--- src/rtl/lljd_pkg.sv ---
// shared constants and types for the least loaded job dispatcher
`default_nettype none
package lljd_pkg;

  localparam int unsigned JOB_W     = 16;
  localparam int unsigned LOAD_W    = 32;
  localparam int unsigned IDX_OUT_W = 4;
  localparam int unsigned CFG_CNT_W = 5;
  localparam int unsigned APB_W     = 32;
  localparam int unsigned ADDR_W    = 3;

  typedef logic [JOB_W-1:0]     job_len_t;
  typedef logic [LOAD_W-1:0]    load_t;
  typedef logic [IDX_OUT_W-1:0] idx_out_t;
  typedef logic [CFG_CNT_W-1:0] cfg_cnt_t;
  typedef logic [APB_W-1:0]     apb_data_t;
  typedef logic [ADDR_W-1:0]    apb_addr_t;

  // register word index (byte address bits above the word offset)
  localparam logic [ADDR_W-3:0] REG_MACHINE_COUNT = '0;

  localparam cfg_cnt_t CNT_RESET = 5'd16;
  localparam load_t    LOAD_MAX  = '1;

endpackage
`default_nettype wire

--- src/rtl/least_loaded_job_dispatcher_top.sv ---
// greedy list scheduler: assigns each job to the least loaded machine
//
//  channel   signals                               direction  transaction
//  job       job_valid/job_stall + payload          in         one job length + flags
//  result    result_valid/result_stall + payload    out        chosen machine, load, makespan
//  config    psel/penable/pwrite/paddr/pwdata/...   in         machine_count at address 0
//
// each job runs a load scan over the active machines, one after another,
// through the single read port of the load memory
// job_stall is high from acceptance until the result is loaded into the output register
// a finished result waits in the output register while result_stall is high
// synchronous active-high reset clears control state and the per-machine valid bits,
// so unwritten machines read as zero load; no clearing pass is needed
`default_nettype none
module least_loaded_job_dispatcher_top #(
  parameter int unsigned MACHINES = 16
) (
  input  wire logic                 clk,
  input  wire logic                 rst,
  // job channel
  input  wire logic                 job_valid,
  output      logic                 job_stall,
  input  wire lljd_pkg::job_len_t   job_length,
  input  wire logic                 first_job,
  input  wire logic                 last_job,
  // result channel
  output      logic                 result_valid,
  input  wire logic                 result_stall,
  output      lljd_pkg::idx_out_t   machine_index,
  output      lljd_pkg::load_t      new_load,
  output      lljd_pkg::load_t      makespan,
  output      logic                 is_final,
  output      logic                 overflowed,
  // configuration port
  input  wire logic                 psel,
  input  wire logic                 penable,
  input  wire logic                 pwrite,
  input  wire lljd_pkg::apb_addr_t  paddr,
  input  wire lljd_pkg::apb_data_t  pwdata,
  output      lljd_pkg::apb_data_t  prdata,
  output      logic                 pready
);
  import lljd_pkg::*;

  localparam int unsigned IW = (MACHINES > 1) ? $clog2(MACHINES) : 1;
  localparam int unsigned CW = $clog2(MACHINES + 1);

  typedef enum logic [1:0] {S_IDLE, S_SCAN, S_DRAIN, S_DONE} state_t;

  state_t          state;
  cfg_cnt_t        machine_count;

  // captured job
  job_len_t        job_len;
  logic            job_last;

  // load memory and per-entry valid bits (entry not yet written reads as zero)
  load_t           loads_mem [MACHINES];
  logic [MACHINES-1:0] loaded;

  // scan control and registered read port
  logic [CW-1:0]   rd_cnt;
  logic [IW-1:0]   rd_addr;
  load_t           rd_data;
  logic            rd_vld;
  logic [IW-1:0]   rd_idx;
  logic            rd_live;

  // running minimum
  logic [IW-1:0]   best_idx;
  load_t           best_load;

  // set state
  load_t           max_load;
  logic            sat_seen;

  logic [CW-1:0]   act_cnt;
  load_t           rd_value;
  logic [LOAD_W:0] sum;
  load_t           load_next;
  load_t           max_next;
  logic            job_take;
  logic            out_free;
  logic            wr_en;
  logic            cfg_wr;

  // configuration port
  assign pready = 1'b1;
  assign cfg_wr = psel && penable && pwrite && pready
                  && (paddr[ADDR_W-1:2] == REG_MACHINE_COUNT);
  assign prdata = (paddr[ADDR_W-1:2] == REG_MACHINE_COUNT)
                  ? APB_W'(machine_count) : '0;

  always_ff @(posedge clk) begin
    if (rst) begin
      machine_count <= CNT_RESET;
    end else if (cfg_wr) begin
      machine_count <= pwdata[CFG_CNT_W-1:0];
    end
  end

  // active machine count: zero counts as one, clipped to the built count
  always_comb begin
    if (machine_count == '0) begin
      act_cnt = CW'(1);
    end else if (32'(machine_count) > 32'(MACHINES)) begin
      act_cnt = CW'(MACHINES);
    end else begin
      act_cnt = CW'(machine_count);
    end
  end

  assign job_stall = (state != S_IDLE);
  assign job_take  = job_valid && !job_stall;
  assign out_free  = !result_valid || !result_stall;
  assign rd_addr   = rd_cnt[IW-1:0];
  assign rd_value  = rd_vld ? rd_data : '0;

  // saturating add of the job onto the least loaded machine
  assign sum       = {1'b0, best_load} + (LOAD_W + 1)'(job_len);
  assign load_next = sum[LOAD_W] ? LOAD_MAX : sum[LOAD_W-1:0];
  assign max_next  = (load_next > max_load) ? load_next : max_load;
  assign wr_en     = (state == S_DONE) && out_free;

  // load memory: one read and one write port, read data registered
  always_ff @(posedge clk) begin
    rd_data <= loads_mem[rd_addr];
    if (wr_en) begin
      loads_mem[best_idx] <= load_next;
    end
  end

  always_ff @(posedge clk) begin
    rd_vld <= loaded[rd_addr];
    rd_idx <= rd_addr;
  end

  always_ff @(posedge clk) begin
    if (rst) begin
      state        <= S_IDLE;
      loaded       <= '0;
      max_load     <= '0;
      sat_seen     <= 1'b0;
      rd_live      <= 1'b0;
      rd_cnt       <= '0;
      result_valid <= 1'b0;
    end else begin
      // a new result loaded in the same cycle keeps valid high below
      if (result_valid && !result_stall && !wr_en) begin
        result_valid <= 1'b0;
      end

      // fold the word read last cycle into the running minimum
      if (rd_live) begin
        if ((rd_idx == '0) || (rd_value < best_load)) begin
          best_idx  <= rd_idx;
          best_load <= rd_value;
        end
      end

      unique case (state)
        S_IDLE: begin
          rd_live <= 1'b0;
          if (job_take) begin
            job_len  <= job_length;
            job_last <= last_job;
            rd_cnt   <= '0;
            state    <= S_SCAN;
            // a new job set starts from empty machines
            if (first_job) begin
              loaded   <= '0;
              max_load <= '0;
              sat_seen <= 1'b0;
            end
          end
        end
        S_SCAN: begin
          rd_live <= 1'b1;
          if (rd_cnt == act_cnt - CW'(1)) begin
            state <= S_DRAIN;
          end else begin
            rd_cnt <= rd_cnt + CW'(1);
          end
        end
        S_DRAIN: begin
          rd_live <= 1'b0;
          state   <= S_DONE;
        end
        S_DONE: begin
          rd_live <= 1'b0;
          if (out_free) begin
            loaded[best_idx] <= 1'b1;
            max_load         <= max_next;
            sat_seen         <= sat_seen | sum[LOAD_W];
            result_valid     <= 1'b1;
            machine_index    <= IDX_OUT_W'(best_idx);
            new_load         <= load_next;
            makespan         <= max_next;
            is_final         <= job_last;
            overflowed       <= sat_seen | sum[LOAD_W];
            state            <= S_IDLE;
          end
        end
        default: state <= S_IDLE;
      endcase
    end
  end

endmodule
`default_nettype wire

--- config.mk ---
export PLATFORM = sky130hd
export DESIGN_NAME = least_loaded_job_dispatcher_top
export DESIGN_NICKNAME = d
export VERILOG_FILES = /design/src/rtl/lljd_pkg.sv /design/src/rtl/least_loaded_job_dispatcher_top.sv
export SDC_FILE = /design/constraint.sdc
export NUM_CORES = 1
export LEC_CHECK = 0
export BUFFER_PORTS_ARGS = -buffer_cell sky130_fd_sc_hd__buf_2
export CAP_MARGIN = 40
export CELL_PAD_IN_SITES_DETAIL_PLACEMENT = 1
export CELL_PAD_IN_SITES_GLOBAL_PLACEMENT = 1
export CORE_MARGIN = 8
export CORE_UTILIZATION = 35
export DETAILED_ROUTE_END_ITERATION = 16
export PLACE_DENSITY = 0.67
export SETUP_SLACK_MARGIN = 0.4
export SLEW_MARGIN = 40
export SYNTH_ARGS = -nofsm -noshare
export SYNTH_HDL_FRONTEND = slang
export SYNTH_SLANG_ARGS = --single-unit
export TNS_END_PERCENT = 10
--- constraint.sdc ---
create_clock -name clk -period 4.6 [get_ports clk]
set_clock_uncertainty 0.1 [all_clocks]
set_input_delay 0.46 -clock clk [delete_from_list [all_inputs] [get_ports clk]]
set_output_delay 0.46 -clock clk [all_outputs]
set_load 0.02 [all_outputs]
==> results of run 1 <==
-- flip-flops by register name, summed over array words and instances, names as in the netlist --
name           flops
makespan          32
rd_vld             1
best_idx           4
loaded            16
result_valid       1
new_load          32
state              2
rd_cnt             5
machine_index      4
rd_idx             4
max_load          32
machine_count      5
is_final           1
sat_seen           1
rd_live            1
best_load         32
job_len           16
job_last           1
rd_data           32
loads_mem        512
overflowed         1
-- metrics by stage --
stage	instance area, sq um	power (mW)	setup WS, ps	setup TNS (ps)	util
6_report	36600	17.4	-132	-3730	0.431
5_1_grt	36600	18.0	-311	-14780	0.431
4_1_cts	36200	17.4	-98.5	-3290	0.426
3_5_place_dp	33100	11.0	-210	-10010	0.390
3_3_place_gp	33100	10.9	-168	-8540	0.390
2_1_floorplan	30100	9.86	277	0	-
-- final cells by class --
class / instances / area (sq um)
clock buffer: 93 / 2010
clock inverter: 47 / 512
fill: 8267 / 48300
inverter: 78 / 293
multi-input combinational: 800 / 8800
sequential: 735 / 21100
tap: 1144 / 1430
timing repair buffer: 301 / 2490
-- Yosys cell counts (9+ instances only) --
| cell | count |
|---|---|
| sky130_fd_sc_hd__clkbuf_1 | 34 |
| sky130_fd_sc_hd__a22o_1 | 26 |
| sky130_fd_sc_hd__nor2_1 | 66 |
| sky130_fd_sc_hd__mux4_2 | 165 |
| sky130_fd_sc_hd__ha_1 | 85 |
| sky130_fd_sc_hd__and2_1 | 35 |
| sky130_fd_sc_hd__buf_2 | 17 |
| sky130_fd_sc_hd__a21o_1 | 19 |
| sky130_fd_sc_hd__nand3_1 | 18 |
| sky130_fd_sc_hd__mux2_2 | 14 |
| sky130_fd_sc_hd__nand4_1 | 20 |
| sky130_fd_sc_hd__nand2_1 | 62 |
| sky130_fd_sc_hd__inv_1 | 78 |
| sky130_fd_sc_hd__mux2i_1 | 16 |
| sky130_fd_sc_hd__a31oi_1 | 14 |
| sky130_fd_sc_hd__dfxtp_1 | 100 |
| sky130_fd_sc_hd__nor2b_1 | 14 |
| sky130_fd_sc_hd__buf_4 | 29 |
| sky130_fd_sc_hd__a21oi_1 | 51 |
| sky130_fd_sc_hd__o21ai_0 | 34 |
| sky130_fd_sc_hd__xnor2_1 | 13 |
| sky130_fd_sc_hd__nand2b_1 | 11 |
| sky130_fd_sc_hd__edfxtp_1 | 635 |
| sky130_fd_sc_hd__nor3_1 | 20 |
| sky130_fd_sc_hd__xor2_1 | 9 |
-- cells by family after synthesis --
group	Yosys count	share of synthesized area
other	2	0.000252
multiplexers	196	0.136
adder cells (fa/ha/maj)	86	0.0363
flip-flops	735	0.706
AND/OR/NAND/NOR	272	0.0451
buffers and inverters	167	0.0259
XOR/XNOR	22	0.00646
AO/OA/AOI/OAI	196	0.0444
-- worst paths after layout --
path                      start      endpoint  slack [ps]  cells after the start
hold reg to reg        job_last      is_final         320                      0
setup reg to reg  best_load[13]   makespan[1]        -130                     19
hold / removal     result_stall  result_valid          60                      3
setup / recovery  best_load[13]   makespan[1]        -130                     19
-- cells in the final DEF, fill, tap and decap left out, types with 42 or more instances in the layout --
cell type	synthesis	final
sky130_fd_sc_hd__mux4_2	165	165
sky130_fd_sc_hd__inv_1	78	76
sky130_fd_sc_hd__buf_4	29	135
sky130_fd_sc_hd__nand2_1	62	43
sky130_fd_sc_hd__nor2_1	66	46
sky130_fd_sc_hd__clkbuf_16	0	79
sky130_fd_sc_hd__edfxtp_1	635	635
sky130_fd_sc_hd__dfxtp_1	100	96
sky130_fd_sc_hd__a21oi_1	51	42
sky130_fd_sc_hd__ha_1	85	69
sky130_fd_sc_hd__buf_2	17	107
-- worst register-to-register path, delay by kind of cell, from the launching register on --
| kind | cells | cell delay (ps) |
|---|---|---|
| flip-flops | 1 | 430 |
| adder cells (fa/ha/maj) | 2 | 660 |
| AND/OR/NAND/NOR | 4 | 570 |
| buffers and inverters | 5 | 820 |
| multiplexers | 1 | 360 |
| AO/OA/AOI/OAI | 7 | 1530 |
-- power breakdown --
| part | leakage [nW] | switching, mW | total, mW | internal, mW |
|---|---|---|---|---|
| logic | 4.72 | 1.76 | 3.13 | 1.37 |
| registers | 6.55 | 0.182 | 7.99 | 7.81 |
| clock network | 1.21 | 2.61 | 6.25 | 3.63 |
-- metal layers --
metal | GRT usage | vias to the layer above | routed length, um
li1 | - | 7207 | -
met5 | 0 | - | 0
met3 | 0.0252 | 108 | 4490
met4 | 0.0475 | 0 | 1840
met2 | 0.290 | 513 | 40900
met1 | 0.206 | 8726 | 32300
-- repair_timing --
item                                    4_1_cts  5_1_grt
pin swaps                                    10       22
gates cloned                                  2        3
buffers inserted                             14        9
endpoints found under the setup margin       64       64
hold buffers                                 22        0
endpoints found under the hold margin        22        0
resized for setup                            25       67
==> reports/results.txt, run 1 <==
The chip width is 308 um. The die covers 94900 sq um. The number of antenna violations at the first check in global routing came out at 3. Synthesis inferred 735 register bits. In the routed design, unresolved DRC markers number 0. Yosys mapped a number of flops with a built-in enable equal to 635. TritonCTS built the clock tree. The finished layout holds 3198 standard cells, fillers aside. The total routing resource utilization after global routing is 0.163, and the weighted congestion at the end of routability-driven global placement is 0.845.

The most common flop cell mapped by yosys was sky130_fd_sc_hd__edfxtp_1. The largest fanout on the critical path is 9, and the standby leakage power is 12.5 nW. After global routing the overflow that remains totals 0.

For the number of instances in the placed design, the log shows 3008. For the pin with the worst max-slew slack, the measured transition is 755 ps. For this run, the top clock speed supported by timing is 211 MHz. The power per cell area came out at 474 nW/um^2. TritonCTS created 75 clock buffers. The tools report the total via count after detailed routing as 16600. The flow ran to the end, but the final reports show violations.

The clock drives 735 sinks. The tools report the endpoint kind of the worst setup timing path as a flip-flop. The minimum period implied by the final worst setup slack came out at 4730 ps.

The synthesized netlist contains 64 unique library cells. The delay contributed by the slowest stage of the critical path works out to 430 ps. Sorting the synthesized cells by area gives the leading types as sky130_fd_sc_hd__edfxtp_1 64%, sky130_fd_sc_hd__mux4_2 12%, sky130_fd_sc_hd__dfxtp_1 6.7%.

The count of endpoints failing hold in the final timing report was 0. The worst setup path is of the flip-flop to flip-flop kind. The first TritonRoute pass finished after 5 iterations. For the instance count of the mapped netlist, the log shows 1676.

Setup violations remaining at the end of the flow were counted as 61. The final reports fail on negative setup slack. The tools report the final-layout worst hold slack as 60.1 ps. Data arrives at the worst endpoint at 4990 ps. The share of flip-flops with an asynchronous set or reset was 0. For the total half-perimeter wirelength after legalization and detailed placement, the log shows 48900 um. The starting density of the core was 0.352. The total number of nets in the final design is 2137, and the number of global-route vias before repair is 17800.

A synthesized cell averages 17.8 sq um. Clock latency of the later-clocked register in the worst-skew pair: 630 ps. The cell sitting at the root of the clock tree is a sky130_fd_sc_hd__clkbuf_16. For this design, the slowest cell found on the critical path is sky130_fd_sc_hd__edfxtp_1.

During placement, the flow inserted port buffers numbering 107. Broken down by cell family, the worst path's largest delay share belongs to compound AO/OA/AOI/OAI gates. For the worst setup path, the data required time is 4860 ps. Setup repair after global routing could not meet its margin everywhere. For the final setup slack of the worst path, the log shows -132 ps. The count of pins on the block boundary was 165. The final number of max-transition violations came out at 0. Max-cap violations in this run came to 0. Entering global routing, the biggest net connects 55 pins. The kind of launch point of the worst setup path is a flip-flop. The number of vias per cell after detailed routing is 5.18. The wire length per cell was 24.9 um. Register area share after synthesis: 0.706. The first global-routing pass estimated 116000 um of wire. The top-area cell type share of the netlist area was 0.639; the maximum count of clock buffers along a single path was 3. Of all cell types, the one taking the most synthesized area is sky130_fd_sc_hd__edfxtp_1. The clock slew seen by the registers of the worst setup and hold paths was 60 ps; the number of placement rows was 107. For the core footprint, the log shows 84900 sq um.

CTS built an H-tree with a depth of 3. The fraction of final layout cells with drive strength greater than 1 came out at 0.342. In this run the cell area of the synthesized design comes to 29800 sq um. The worst-case vdd ir drop came out at 0.000230 V.

Yosys printed 0 warnings. The die is 308 um tall. The critical path goes through ha_1 > buf_4 > a21o_1 > a311oi_2 > o31a_1 > o21ai_4 > nand3_4 > buf_12 > buf_16 > nand2_4 > ha_1 > nand4_1 > buf_4 > a2111o_1 > o211ai_1 > a2111oi_4 > nor2_4 > buf_12 > mux2_2.

The logs give 79500 um for the routed wire length and 0.495 for the tightest slew margin relative to the limit. The initial DRC count is 1431. The min-delay analysis places its worst path in the category input pin to flip-flop. The tools report the antenna violation net count after detailed routing as 0.

The number of antenna repair diodes is 0. The count of buffering cells on the critical path with inverters included is 5. The growth of design area from synthesis to finish came out at 22.7%. The final clock period utilization by the worst path works out to 1.03.
Power figures use the tool's default switching activity.
==> inputs of run 2 (changes only) <==
Settings changed: ABC_AREA set to 1, PLACE_DENSITY 0.67 to 0.7.
==> reports/results.txt, run 2 <==
The flow ran to the end, and the final reports show no timing, DRC or antenna violations. The run gives 57800 um (+18%) as the total half-perimeter wirelength after legalization and detailed placement. After synthesis, the cell types taking the most area are sky130_fd_sc_hd__edfxtp_1 60%, sky130_fd_sc_hd__dfxtp_1 6.3%, sky130_fd_sc_hd__nand2_1 4.5%. The kind of launch point of the worst setup path was a flip-flop.

The antenna violation net count after detailed routing came out at 0 (unchanged). The peak clock frequency supported by timing was 240 MHz (+14%); the switching power as a share of total power was 0.336 (+0.0735). The fraction of final layout cells with drive strength greater than 1 is 0.170 (-0.173).

Among all stages on the critical path, the largest delay is contributed by sky130_fd_sc_hd__edfxtp_1. The library cell used most frequently in the layout, excluding fill and tap cells, is sky130_fd_sc_hd__edfxtp_1. The average cell area after synthesis is 11.4 sq um (-36%), and the weighted congestion at the end of routability-driven global placement is 0.933 (+10%). The detailed-route DRC error count was 0 (unchanged); the number of iterations in the first detailed-routing pass was 5 (unchanged).

The top-area cell type share of the netlist area was 0.603 (-0.0355). Routed wire length: 98200 um (+23%). The starting density of the core is 0.352 (+0.000514). By instance count, the leading cell after synthesis is sky130_fd_sc_hd__edfxtp_1.

The total standard cell area after synthesis was 31600 sq um (+5.9%); the core footprint was 89700 sq um (+5.7%). The power per cell area was 533 nW/um^2 (+12%). The number of warnings printed during yosys synthesis was 0 (unchanged).

The logs give 0.270 (+0.090) for the power share of the combinational group and 22300 (+34%) for the total via count after detailed routing. The slew at the pin closest to its max-slew limit came out at 862 ps (+106 ps). For the full die area, the log shows 100000 sq um (+5.6%). TritonCTS built the clock tree.

The number of synthesized register bits was 735 (unchanged); the wire length per cell was 23.5 um (-5.6%). The critical path in this run is classified as flip-flop to flip-flop. The tools report the max-cap check violation count as 0 (unchanged). The instance count of the mapped netlist is 2768 (+65%).

The setup-violating endpoint count in the final report is 0 (-100%), and the number of global-route vias before repair is 22600 (+27%). Ranked by flip-flop count, first place goes to loads_mem. Final number of max-transition violations: 0 (unchanged). The number of placement rows was 110 (+2.8%); the number of antenna violations at the first check in global routing was 1 (-2).

Endpoint kind of the worst setup timing path: a flip-flop. The clock latency of the later-clocked register in the worst-skew pair was 630 ps (about the same). Y dimension of the die: 316 um (+2.7%). Setup repair after global routing could not meet its margin everywhere. The tightest slew margin relative to the limit is 0.426 (-0.0695), and the final clock period utilization by the worst path is 0.906 (-0.123).

The run gives 0 (unchanged) as the count of endpoints failing hold in the final timing report. The tools report the initial DRC count as 1918 (+34%). Share of flip-flops with an asynchronous set or reset: 0 (unchanged). The tools report the final-layout worst hold slack as 44.8 ps (-15.3 ps). After synthesis, the most frequently instantiated cells are 635 x sky130_fd_sc_hd__edfxtp_1, 380 x sky130_fd_sc_hd__nand2_1, 342 x sky130_fd_sc_hd__nor2_1. The standby leakage power is 13.7 nW (+9.5%). The number of vias per cell after detailed routing came out at 5.32 (+2.8%). In this run the worst hold path is classified as input pin to flip-flop. The total number of nets in the final design came out at 3091 (+45%). Critical path arrival: 4440 ps (-550 ps). Most common flop cell mapped by yosys: sky130_fd_sc_hd__edfxtp_1. The tools report the distinct cell type count after synthesis as 48 (-25%). The internal power summed over all cells came out at 13.3 mW (+3.6%). The most area-hungry cell type in the Yosys netlist was sky130_fd_sc_hd__edfxtp_1. The total congestion overflow after global routing is 0 (unchanged), and the number of sinks driven by the clock tree is 735 (unchanged).

The total negative slack for setup checks was 0 ps (+3730 ps). Leaving out fill and tap cells, the most frequent cells in the layout are 635 x sky130_fd_sc_hd__edfxtp_1, 356 x sky130_fd_sc_hd__nand2_1, 330 x sky130_fd_sc_hd__nor2_1. Count of flip-flops with a built-in enable after synthesis: 635 (unchanged). The register area share after synthesis came out at 0.667 (-0.0392). For the number of levels in the clock H-tree, the log shows 3 (unchanged). Switching power summed over all nets: 6.71 mW (+47%). The run gives 77 (+2.7%) as the number of buffers created by CTS. Minimum period implied by the final worst setup slack: 4170 ps (-566 ps).

The part of the power in the clock network is 0.317 (-0.043), and the utilization after layout is 0.418 (-0.0135). The number of port buffers was 107 (unchanged); the delay contributed by the slowest stage of the critical path was 430 ps (about the same). The buffer type at the clock tree root was sky130_fd_sc_hd__clkbuf_16. Part of the power in registers: 0.413 (-0.047).

The tools report the worst-case vdd ir drop as 0.000396 V (+73%). By instance count, the cell type seen most on the critical path is sky130_fd_sc_hd__nand2_1. The chip width was 316 um (+2.7%). Relative to the synthesized area, the layout overhead comes to 18.7%. Data required time at the worst endpoint: 4870 ps (about the same). The total routing resource utilization after global routing is 0.187 (+0.0241), and the count of fill cells added during filler insertion is 9604 (+16%). The flip-flop count of the largest register after layout came out at 512 (unchanged).

The clock slew seen by the registers of the worst setup and hold paths is 60 ps (about the same), and the count of pins on the block boundary is 165 (unchanged). For the largest net degree at the start of global routing, the log shows 149 (+170%). Largest fanout on the critical path: 7 (-2). The maximum count of clock buffers along a single path was 3 (unchanged); the wire length of the first global-routing pass was 143000 um (+23%).
[run 2: worst max-delay path, delay by kind of cell, from the launching register on]
| family | cells | cell delay (ps) |
|---|---|---|
| AOI/OAI and AO/OA | 2 | 340 |
| adders and majority gates | 3 | 870 |
| buffers and inverters | 7 | 750 |
| DFF | 1 | 430 |
| and+or+nand+nor | 16 | 1410 |
[run 2: worst paths after layout]
path         slack, ps  depth (start not counted)               end          from
max                430                         28      makespan[28]  best_load[0]
min                 40                          3  machine_count[2]     pwdata[2]
max reg2reg        430                         28      makespan[28]  best_load[0]
min reg2reg        320                          0       best_idx[1]     rd_idx[1]
[run 2: timing repair]
item | CTS | global route
hold buffers | 20 | 0
endpoints found under the hold margin | 20 | 0
endpoints found under the setup margin | 34 | 64
setup buffers | 0 | 24
cloned | 0 | 11
pin swaps | 0 | 29
resized for setup | 6 | 115
[run 2: layer usage]
layer / up-vias / track usage / share of wire
met4: 0 / 0.0498 / 0.027
met1: 11300 / 0.248 / 0.43
met5: - / 0 / 0
li1: 10100 / - / -
met3: 178 / 0.0257 / 0.056
met2: 646 / 0.322 / 0.49
[run 2: logic make-up (layout without fill, tap and decap cells)]
family | count (synthesis) | in the layout | share of synthesized area
buffers and inverters | 395 | 606 | 0.0530
adder cells (fa/ha/maj) | 86 | 86 | 0.0343
other | 2 | 29 | 0.000238
XOR/XNOR | 22 | 22 | 0.00610
AO/OA/AOI/OAI | 582 | 582 | 0.110
flip-flops | 735 | 735 | 0.667
AND/OR/NAND/NOR | 946 | 947 | 0.130
[run 2: through the flow]
stage,cells,worst slack (ps),instance area (sq um),total power [mW]
finish,4183,435,37500,20.0
global route,4183,279,37500,20.9
CTS,4146,418,36500,19.8
detailed placement,3986,257,33800,13.4
global placement,3986,353,33700,13.2
floorplan,2794,719,31700,11.6
[run 2: power by group through the flow]
| stage | sequential, mW | clock (mW) | combinational [mW] |
|---|---|---|---|
| 3_5_place_dp | 8.39 | 0 | 5.02 |
| 3_3_place_gp | 8.39 | 0 | 4.86 |
| 4_1_cts | 8.25 | 6.44 | 5.09 |
| 6_report | 8.25 | 6.33 | 5.40 |
| 5_1_grt | 8.28 | 6.68 | 5.95 |
| 2_1_floorplan | 8.24 | 0 | 3.33 |
[run 2: layout make-up]
type	count	area, sq um	share of cell area
inverter	233	907	0.0242
multi-input combinational	1665	9570	0.255
clock buffer	109	2170	0.0578
tap	1176	1470	0.0392
sequential	735	21100	0.562
antenna	1	2.50	0.0000667
timing repair inverter	1	11.3	0.000300
timing repair buffer	232	1910	0.0510
clock inverter	31	380	0.0101
==> inputs of run 3 (changes only) <==
Settings changed: MAX_ROUTING_LAYER set to met4.
==> reports/results.txt, run 3 (synthesis results as in run 2) <==
The critical path starts at best_load[0]. The total half-perimeter wirelength after legalization and detailed placement is 58600 um (+1.3%). The minimum period implied by the final worst setup slack came out at 4170 ps (+9.18 ps).

The utilization after layout was 0.415 (-0.00314). The count of pins on the block boundary came out at 165 (unchanged). Largest register by flop count: loads_mem. The sink of the worst hold path was machine_count[2]. Total via count after detailed routing: 22100 (-0.63%).

The delay contributed by the slowest stage of the critical path is 420 ps (about the same). The number of antenna repair diodes is 0 (-1), and the wire length per cell is 23.4 um (-0.25%). The kind of cell with the highest combined delay along the critical path is simple AND/OR/NAND/NOR gates. The number of levels in the clock H-tree is 3 (unchanged).

The run gives 0.449 (+0.0232) as the tightest slew margin relative to the limit. The critical path is of the flip-flop to flip-flop type. The total negative slack for setup checks was 0 ps (unchanged). The routed wire length was 97500 um (-0.71%); the flip-flop count of the largest register after layout was 512 (unchanged). For the number of antenna violations at the first check in global routing, the log shows 0 (-1). For the clock latency of the later-clocked register in the worst-skew pair, the log shows 630 ps (about the same).

Leaving out fill and tap cells, the most frequent cell in the layout is sky130_fd_sc_hd__edfxtp_1. The total routing resource utilization after global routing was 0.193 (+0.00602); the worst-case vdd ir drop was 0.000317 V (-20%). The count of endpoints failing hold in the final timing report came out at 0 (unchanged). Power per cell area: 537 nW/um^2 (+0.87%). The number of port buffers was 107 (unchanged). Traced cell by cell, the critical path runs through ha_2 > fa_2 > nand3_1 > nand3_2 > nand2_2 > nand2_4 > nand2_4 > nand2_8 > nand2_8 > inv_16 > nor2_4 > inv_1 > ha_1 > nand2_2 > nor2_2 > nand4_1 > nor2_1 > nand2_1 > nand2_2 > buf_4 > o21ai_4 > buf_6 > nand2_1 > and2_2. Final clock period utilization by the worst path: 0.908 (+0.00200).

The worst reg-to-reg path cell count came out at 24 (-14%). The largest fanout on the critical path is 18 (+11), and the number of sinks driven by the clock tree is 735 (unchanged). The count of buffering cells on the critical path with inverters included works out to 4 (-3). The tools report the number of placement rows as 110 (unchanged).

Maximum count of clock buffers along a single path: 3 (unchanged). Number of vias per cell after detailed routing: 5.31 (-0.18%). The run gives 0 (unchanged) as the total congestion overflow after global routing. The area growth from synthesis to layout is 17.8%. The wire length of the first global-routing pass is 143000 um (+0.40%).

TritonCTS built the clock tree. Initial DRC count: 1699 (-11%). The run gives 13.5 nW (-1.0%) as the standby leakage power. The chip width was 316 um (unchanged).

Fraction of final layout cells with drive strength greater than 1: 0.160 (-0.0100). The tools report the full die area as 100000 sq um (unchanged). The weighted congestion at the end of routability-driven global placement was 0.918 (-1.7%). The met2 global-route usage is 0.326 (+0.00380).

The clock slew seen by the registers of the worst setup and hold paths works out to 60 ps (about the same). The reg2reg setup slack came out at 430 ps (about the same). The tools report the setup-violating endpoint count in the final report as 0 (unchanged).

For the core footprint, the log shows 89700 sq um (unchanged). The final number of max-transition violations is 0 (unchanged). The run gives 0 (unchanged) as the antenna violation net count after detailed routing.

The library cells used most frequently in the layout, excluding fill and tap cells, are 635 x sky130_fd_sc_hd__edfxtp_1, 371 x sky130_fd_sc_hd__nand2_1, 329 x sky130_fd_sc_hd__nor2_1. The count of fill cells added during filler insertion was 9679 (+0.78%). The critical path arrival is 4460 ps (+20 ps).

The slew at the pin closest to its max-slew limit was 827 ps (-34.8 ps). The met1 track demand over resource in global routing was 0.250 (+0.00204). The peak clock frequency supported by timing is 240 MHz (-0.22%). Critical path's most frequent cell: sky130_fd_sc_hd__nand2_2.

The tree is rooted in a sky130_fd_sc_hd__clkbuf_16. The worst hold path class is input pin to flip-flop. STA classifies the critical path endpoint as a flip-flop. The critical path's slowest cell is sky130_fd_sc_hd__edfxtp_1.

The kind of launch point of the worst setup path was a flip-flop. The detailed-route DRC error count is 0 (unchanged), and the pre-CTS setup slack is 283 ps (+26.2 ps). Number of buffers created by CTS: 76 (-1.3%). The run gives 22700 (+0.74%) as the number of global-route vias before repair.

met2 is the most crowded layer. The y dimension of the die is 316 um (unchanged). The terminus of the critical flop-to-flop path was makespan[5].

The origin of the worst min-delay path is pwdata[2]. Setup repair after global routing could not meet its margin everywhere. The logs give 3071 (-0.65%) for the total number of nets in the final design and 0 (unchanged) for the max-cap check violation count. The flow ran to the end, and the final reports show no timing, DRC or antenna violations.

The tools report the startpoint of the worst-slack reg-to-reg timing path as best_load[0]. The logs give 0.352 (unchanged) for the starting density of the core and 0.0257 (-0.0000651) for the met3 routing resource usage after global routing. The data required time at the worst endpoint is 4880 ps (about the same). The run gives 5 (unchanged) as the number of iterations in the first detailed-routing pass. The final-layout worst hold slack is 24.5 ps (-20.3 ps), and the number of cells on the worst hold path is 3 (unchanged).

The tools report the largest net degree at the start of global routing as 200 (+34%). The tools report the final setup slack of the worst path as 425 ps (-9.18 ps).
[run 3: cell count changes in the layout (fill, tap and decap cells not counted), sizes merged]
cell | previous run | this run
buf | 206 | 192
bufinv | 7 | 8
clkbuf | 115 | 108
clkinv | 26 | 24
clkinvlp | 0 | 5
diode | 1 | 0
dlygate4sd3 | 20 | 18
inv | 232 | 233
[run 3: area by class of cell]
| type | count | area (sq um) | share of cell area |
|---|---|---|---|
| clock buffers | 104 | 2180 | 0.0586 |
| repair buffers | 214 | 1720 | 0.0461 |
| well taps | 1176 | 1470 | 0.0395 |
| inverters | 233 | 900 | 0.0242 |
| flip-flops and latches | 735 | 21100 | 0.566 |
| clock inverters | 37 | 425 | 0.0114 |
| multi-input cells | 1665 | 9450 | 0.254 |
[run 3: per-stage QoR]
| stage | instance area [sq um] | power (mW) | cells |
|---|---|---|---|
| after global routing | 37200 | 20.9 | 4164 |
| final | 37200 | 20.0 | 4164 |
| after floorplan | 31700 | 11.6 | 2794 |
| after detailed placement | 33800 | 13.4 | 3989 |
| after global placement | 33800 | 13.2 | 3989 |
| after CTS | 36600 | 19.9 | 4148 |
[run 3: power by group]
part	internal [mW]	switching [mW]	total, mW
sequential	7.96	0.334	8.30
clock	3.79	2.66	6.45
combinational	1.54	3.72	5.26
total	13.3	6.71	20.0
[run 3: worst max-delay path by stage]
stage / to / slack, ps / cells after the start
finish: makespan[5] / 430 / 24
detailed placement: makespan[6] / 280 / 24
global route: max_load[21] / 240 / 24
floorplan: makespan[16] / 720 / 26
CTS: makespan[4] / 420 / 24
global placement: makespan[2] / 380 / 23
[run 3: per-layer routing]
metal  vias to the layer above  wire, um
li1                      10100         -
met1                     11300     42500
met2                       580     48500
met3                       140      4520
met4                         0      1930
met5                         -         0
[run 3: worst min-delay path: stages]
cell                      delay (ps)
sky130_fd_sc_hd__buf_2            70
sky130_fd_sc_hd__o21ai_0          70
sky130_fd_sc_hd__a21oi_1         100
[run 3: timing repair]
item | CTS | global route
setup buffers | 0 | 8
resized for setup | 6 | 81
gates cloned | 0 | 6
pin swaps | 0 | 19
hold endpoints to repair | 18 | 0
hold buffers | 18 | 0
setup endpoints to repair | 21 | 64
